File: src/sv/fps_pkg.sv
package fps_pkg;

  // Port-level widths fixed by the stream and register formats
  localparam int PORT_COORD_W = 16;
  localparam int S_TDATA_W    = 48;
  localparam int INDEX_W      = 10;
  localparam int M_TDATA_W    = 16;
  localparam int SAMPLE_W     = 7;
  localparam int ADDR_W       = 3;
  localparam int DATA_W       = 32;

  localparam logic [SAMPLE_W-1:0] MAX_SAMPLES  = 7'd64;
  localparam logic [SAMPLE_W-1:0] SAMPLE_RESET = 7'd16;

  // register index, taken from paddr[2]
  localparam logic REG_SAMPLE_COUNT = 1'b0;

  typedef struct packed {
    logic valid;
    logic last;
  } ctl_t;

  typedef enum logic [2:0] {
    ST_LOAD = 3'b001,
    ST_SCAN = 3'b010,
    ST_HOLD = 3'b100
  } state_t;

endpackage

File: src/sv/fps_cell.sv
module fps_cell #(
  parameter int COORD_BITS = 16,
  parameter int IDX_W = 10,
  localparam int DIST_W = 2 * COORD_BITS + 3
) (
  input  logic                         clk,
  input  logic                         rst,
  input  logic                         load_ref,
  input  logic [COORD_BITS-1:0]        ref_in,
  input  fps_pkg::ctl_t                in_ctl,
  input  logic [IDX_W-1:0]             in_idx,
  input  logic [2:0][COORD_BITS-1:0]   in_pt,
  input  logic [DIST_W-1:0]            in_sum,
  output fps_pkg::ctl_t                out_ctl,
  output logic [IDX_W-1:0]             out_idx,
  output logic [2:0][COORD_BITS-1:0]   out_pt,
  output logic [DIST_W-1:0]            out_sum
);
  import fps_pkg::*;

  logic [COORD_BITS-1:0]          ref_coord;
  ctl_t                           a_ctl;
  logic [IDX_W-1:0]               a_idx;
  logic [2:0][COORD_BITS-1:0]     a_pt;
  logic [DIST_W-1:0]              a_sum;
  logic signed [COORD_BITS:0]     a_diff;
  logic signed [COORD_BITS:0]     diff;
  logic signed [2*COORD_BITS+1:0] sq;

  // this cell always works on lane 0; lanes rotate so the next cell sees the next axis
  assign diff = $signed({in_pt[0][COORD_BITS-1], in_pt[0]})
              - $signed({ref_coord[COORD_BITS-1], ref_coord});
  assign sq = a_diff * a_diff;

  always_ff @(posedge clk) begin
    if (rst) begin
      a_ctl   <= '0;
      out_ctl <= '0;
    end else begin
      a_ctl   <= in_ctl;
      out_ctl <= a_ctl;
    end
  end

  always_ff @(posedge clk) begin
    if (load_ref) begin
      ref_coord <= ref_in;
    end
    a_idx   <= in_idx;
    a_pt    <= {in_pt[0], in_pt[2], in_pt[1]};
    a_sum   <= in_sum;
    a_diff  <= diff;
    out_idx <= a_idx;
    out_pt  <= a_pt;
    out_sum <= a_sum + DIST_W'($unsigned(sq));
  end

endmodule

File: config.mk
export PLATFORM = sky130hd
export DESIGN_NAME = fps_cell
export DESIGN_NICKNAME = d
export VERILOG_FILES = /design/src/sv/fps_pkg.sv /design/src/sv/fps_cell.sv
export SDC_FILE = /design/constraint.sdc
export NUM_CORES = 1
export LEC_CHECK = 0
export BUFFER_PORTS_ARGS = -buffer_cell sky130_fd_sc_hd__buf_2
export CAP_MARGIN = 20
export CORE_ASPECT_RATIO = 1.25
export CORE_MARGIN = 1.5
export CORE_UTILIZATION = 61
export CTS_BUF_LIST = sky130_fd_sc_hd__clkbuf_2 sky130_fd_sc_hd__clkbuf_4 sky130_fd_sc_hd__clkbuf_8
export DETAILED_ROUTE_END_ITERATION = 6
export PLACE_DENSITY = 0.81
export SLEW_MARGIN = 0
export SYNTH_ARGS = -nofsm -noshare
export SYNTH_HDL_FRONTEND = slang
export SYNTH_SLANG_ARGS = --single-unit
export TNS_END_PERCENT = 10
File: constraint.sdc
create_clock -name clk -period 8.72 [get_ports clk]
set_input_delay 1.744 -clock clk [delete_from_list [all_inputs] [get_ports clk]]
set_output_delay 1.744 -clock clk [all_outputs]
set_load 0.03 [all_outputs]
Word-level counts from Yosys, hierarchy flattened --
Index checks and enable logic that the tools add are counted.
Storage, ports and cells: ROM bits 0, output and inout port bits 95, bits in latches 0, register bits 223, word-level logic and storage cells 19, RAM bits 0, memories kept 0
Cells by class: shift operators 0, div/mod/pow operators 0, $add $sub $neg 2, multiplexer cells 0, reductions and logical operators 0, bitwise gates (word level) 0, equal/unequal tests 0, $lt $le $gt $ge 0, multipliers 1
Operator list (number):
- 35-bit by 34-bit adder with 35-bit output | 1
- 17-bit by 17-bit multiplier with 34-bit output | 1
- 16-bit by 16-bit subtractor with 17-bit output | 1

Logic depth before layout (Yosys ltp) --
depth after elaboration 2, mapped depth 35

Worst setup path before layout --
No wires, ideal clock.
path type flip-flop to flip-flop, from reg a_diff[2], to reg out_sum[33], data arrival time 7.594 ns, path buffers 2, cell stages (with the launch flop) 32, setup slack 1.008 ns, period minus slack after synthesis 7.712 ns, setup time 0.118 ns, cell sequence dfxtp_1 clkbuf_1 clkbuf_1 nand2_1 fa_1 inv_1 fa_1 inv_1 fa_1 inv_1 fa_1 fa_1 inv_1 fa_1 inv_1 ha_1 a21o_1 a21oi_2 o31ai_1 a311o_2 a2111oi_4 o41ai_2 a41o_1 o41ai_4 xnor2_1 ha_1 nand3_1 o31ai_1 nor4_1 o41ai_1 a21oi_1 xnor2_1
Between the ends: cells in the longest elaborated chain, start to end 2
RTL lines:
- start: declaration | line fps_cell.sv:26 | logic signed [COORD_BITS:0] a_diff;
- start signal: assignment | line fps_cell.sv:52 | a_diff <= diff;
- 17-bit by 17-bit multiplier with 34-bit output | line fps_cell.sv:33 | assign sq = a_diff * a_diff;
- 35-bit by 34-bit adder with 35-bit output | line fps_cell.sv:55 | out_sum <= a_sum + DIST_W'($unsigned(sq));
- end signal: assignment | line fps_cell.sv:55
- end: declaration | line fps_cell.sv:17 | output logic [DIST_W-1:0] out_sum
No other way between the ends. A chain may end at the register's enable or synchronous reset.

Worst setup path after layout --
from reg a_diff[8], to reg out_sum[33]
The elaborated chain is that of the path after synthesis.

==> run_results.csv <==
group,metric,value,unit
cts,cts.path.max_buffers,3,
cts,cts_setup_buffers,0,
cts,cts.sinks,223,
timing,timing.hold.ws,0.312,ns
floorplanning,fp.dieH,189,um
drt,routed_via_density,5.24,
worst_setup_path,cp.required,9.26,ns
worst_setup_path,slowest_stage,"dfxtp_1",
worst_setup_path,cp_common_cell,"fa_1",
synth,synth-seq-area-share,27.4,%
timing,period_share,94.7,%
worst_setup_path,r2r.worst_path.cells,31,
final_layout,insertedDiodeCount,0,
global_route,grt_pass1_wl,56.9,mm
cts,clock-root-buffer,"clkbuf_8",
worst_setup_path,rr_endpoint,"out_sum[33]",
cts,ctsHoldBuffers,0,
final_layout,syn_to_final_growth,12.8,%
timing,timing.fmax,121,MHz
timing,clock_skew,0.0269,ns
drt,drt_iter0_markers,470,
drt,drt_first_pass_iters,5,
floorplanning,core_area,0.0270,mm2
timing,setup_viol,0,
timing,period_needed,8.26,ns
synth,synth_top_area_share,32.0,%
placement,hpwlAfterDp,29.0,mm
cts,cts_buffers,31,
synth,syn_nets,2149,
worst_hold_path,worstHoldPathCells,0,
timing,timing.setup.tns,0,ns
floorplanning,placementRows,67,
worst_hold_path,worstHoldStart,"a_pt[30]",
floorplanning,initial_core_util,62.6,%
synth,synth_edf_count,16,
worst_setup_path,reg2reg_slack,0.46,ns
global_route,grt_start_max_net_pins,25,
final_layout,nets,2381,
placement,port_buffers,208,
timing,slew_violations,0,
synth,synth_area_leader_cell,"fa_1",
placement,gp_congestion,0.907,
drt,ant_nets,0,
worst_hold_path,holdPathEnd,"out_pt[30]",
global_route,grt_pass1_vias,12600,
worst_setup_path,critPathCaptureType,"register",
worst_setup_path,crit_path_max_incr_delay,0.59,ns
timing,hold_viol_final,0,
final_layout,filler_cell_count,2016,
global_route,grt_overflow,0,
worst_setup_path,startpoint_type,"register",
synth,synth.distinct_cells,55,
timing,rsz0062_at_grt,"false",
synth,synth_area,0.0169,mm2
status,status,"complete, no violations",
global_route,grtUsageTotal,24.8,%
final_layout,drive_gt1_share,15.9,%
synth,ys_seq_elements,223,
timing,relSlewSlack,53.4,%
worst_setup_path,crit-reg2reg-launch,"a_diff[8]",
drt,vias,11600,
cts,htreeDepth,1,
drt,drt-wirelength-per-cell,15.7,um
floorplanning,ios,209,
synth,async_flop_share,0,%
drt,drc,0,
final_layout,stdcell_count,2222,
synth,syn_inst,1621,
cts,cts_resized,0,
global_route,antenna_found_initial,0,
run,drv_cap,0,
synth,synth.avg_cell_area,10.4,um2
worst_setup_path,worstPathMaxFanout,11,
timing,tightest_slew,0.696,ns
worst_setup_path,criticalPathCategory,"reg -> reg",
cts,cts_tree,"built",
worst_setup_path,worstPathArrival,8.80,ns
worst_hold_path,hp-class,"reg -> reg",
floorplanning,die-area,0.0287,mm2
synth,synth_area_leaders,"fa_1 32%, dfxtp_1 25%, ha_1 11%",
placement,post-place-cells,2165,
synth,yosys_warnings,0,
synth,ys.flop_type,"dfxtp_1",
cts,cts.clk_slew.worst_paths,0.06,ns
floorplanning,die_w,152,um
drt,wirelength,34.8,mm
cts,insertion_delay,0.62,ns
-- kinds of logic (layout without fill, tap and decap cells) --
kind of cell / Yosys count / count (layout) / share of synthesized area [%]
simple gates: 308 / 308 / 8.86
buf+inv: 407 / 663 / 9.05
compound gates: 182 / 182 / 7.48
xor+xnor: 84 / 84 / 4.36
mux: 3 / 3 / 0.185
flops: 223 / 223 / 27.4
fa+ha+maj: 414 / 414 / 42.7
-- per-stage QoR --
stage / cell area (um2) / utilization [%] / worst slack (ns)
6_report: 19100 / 70.6 / 0.460
5_1_grt: 19100 / 70.6 / 0.0696
4_1_cts: 19000 / 70.6 / 0.340
3_5_place_dp: 18400 / 68.1 / 0.363
3_3_place_gp: 18400 / 68.1 / 0.716
2_1_floorplan: 16900 / - / 1.01
-- layout make-up --
cell class | instances | area (um2) | area share (%)
clock buffers | 50 | 619 | 3.25
clock inverters | 7 | 43.8 | 0.230
inverters | 383 | 1440 | 7.54
multi-input cells | 991 | 10700 | 56.4
flip-flops and latches | 223 | 4630 | 24.3
well taps | 345 | 432 | 2.27
repair buffers | 223 | 1150 | 6.05
-- cells in the final DEF (no fill, tap or decap), types with 39 or more instances in the layout --
master    count
nand2_1      99
nor2_1       57
ha_1        144
fa_1        270
clkbuf_8     39
buf_2       208
inv_1       383
a21oi_1      50
and2_1       59
dfxtp_1     202
xnor2_1      60
-- sequential cells by signal (all words and copies together) (netlist names) --
| register | flops |
|---|---|
| a_diff | 17 |
| a_idx | 10 |
| a_sum | 35 |
| ref_coord | 16 |
| out_pt | 48 |
| out_idx | 10 |
| out_ctl | 2 |
| a_pt | 48 |
| out_sum | 35 |
| a_ctl | 2 |
-- worst max-delay path by stage --
stage	startpoint	endpoint	slack (ns)
5_1_grt	a_diff[7]	out_sum[33]	0.07
6_report	a_diff[8]	out_sum[33]	0.46
3_5_place_dp	a_diff[7]	out_sum[33]	0.36
2_1_floorplan	a_diff[2]	out_sum[33]	1.01
4_1_cts	a_diff[7]	out_sum[33]	0.34
3_3_place_gp	a_diff[5]	out_sum[33]	0.72
-- synth_stat cells (3+ instances only) --
library cell and count:
ha_1 144, or2_2 3, nand2_1 99, dfxtp_1 207, o21bai_1 10, nor2b_1 22
inv_1 383, clkbuf_1 24, nor2_1 57, a211oi_1 7, o21ai_1 13, o21ai_0 17
nand2b_1 13, nand3_1 16, a21o_1 29, edfxtp_1 16, a21oi_1 50, o31ai_1 8
xnor2_1 60, xor2_1 24, nand4_1 3, o21a_1 7, a31oi_1 10, nor4_1 3
nor3_1 19, fa_1 270, and3_1 5, or3_1 6, and2_1 59
-- routing by layer --
metal	up-vias	GRT usage [%]	wire length, um
li1	5442	-	-
met1	5707	26.0	11900
met2	368	47.5	19300
met3	121	2.91	1700
met4	0	14.2	1960
met5	-	0	0
-- critical path: cells and delay by family (launching register included) --
family,cells,cell delay (ns)
fa+ha+maj,8,3.65
compound gates,13,2.80
flops,1,0.59
simple gates,3,0.55
buf+inv,5,0.30
xor+xnor,2,0.27
Power is left out: the tool's default activity adds up to more than one toggle a clock period on the data nets, which glitch-free logic cannot reach.
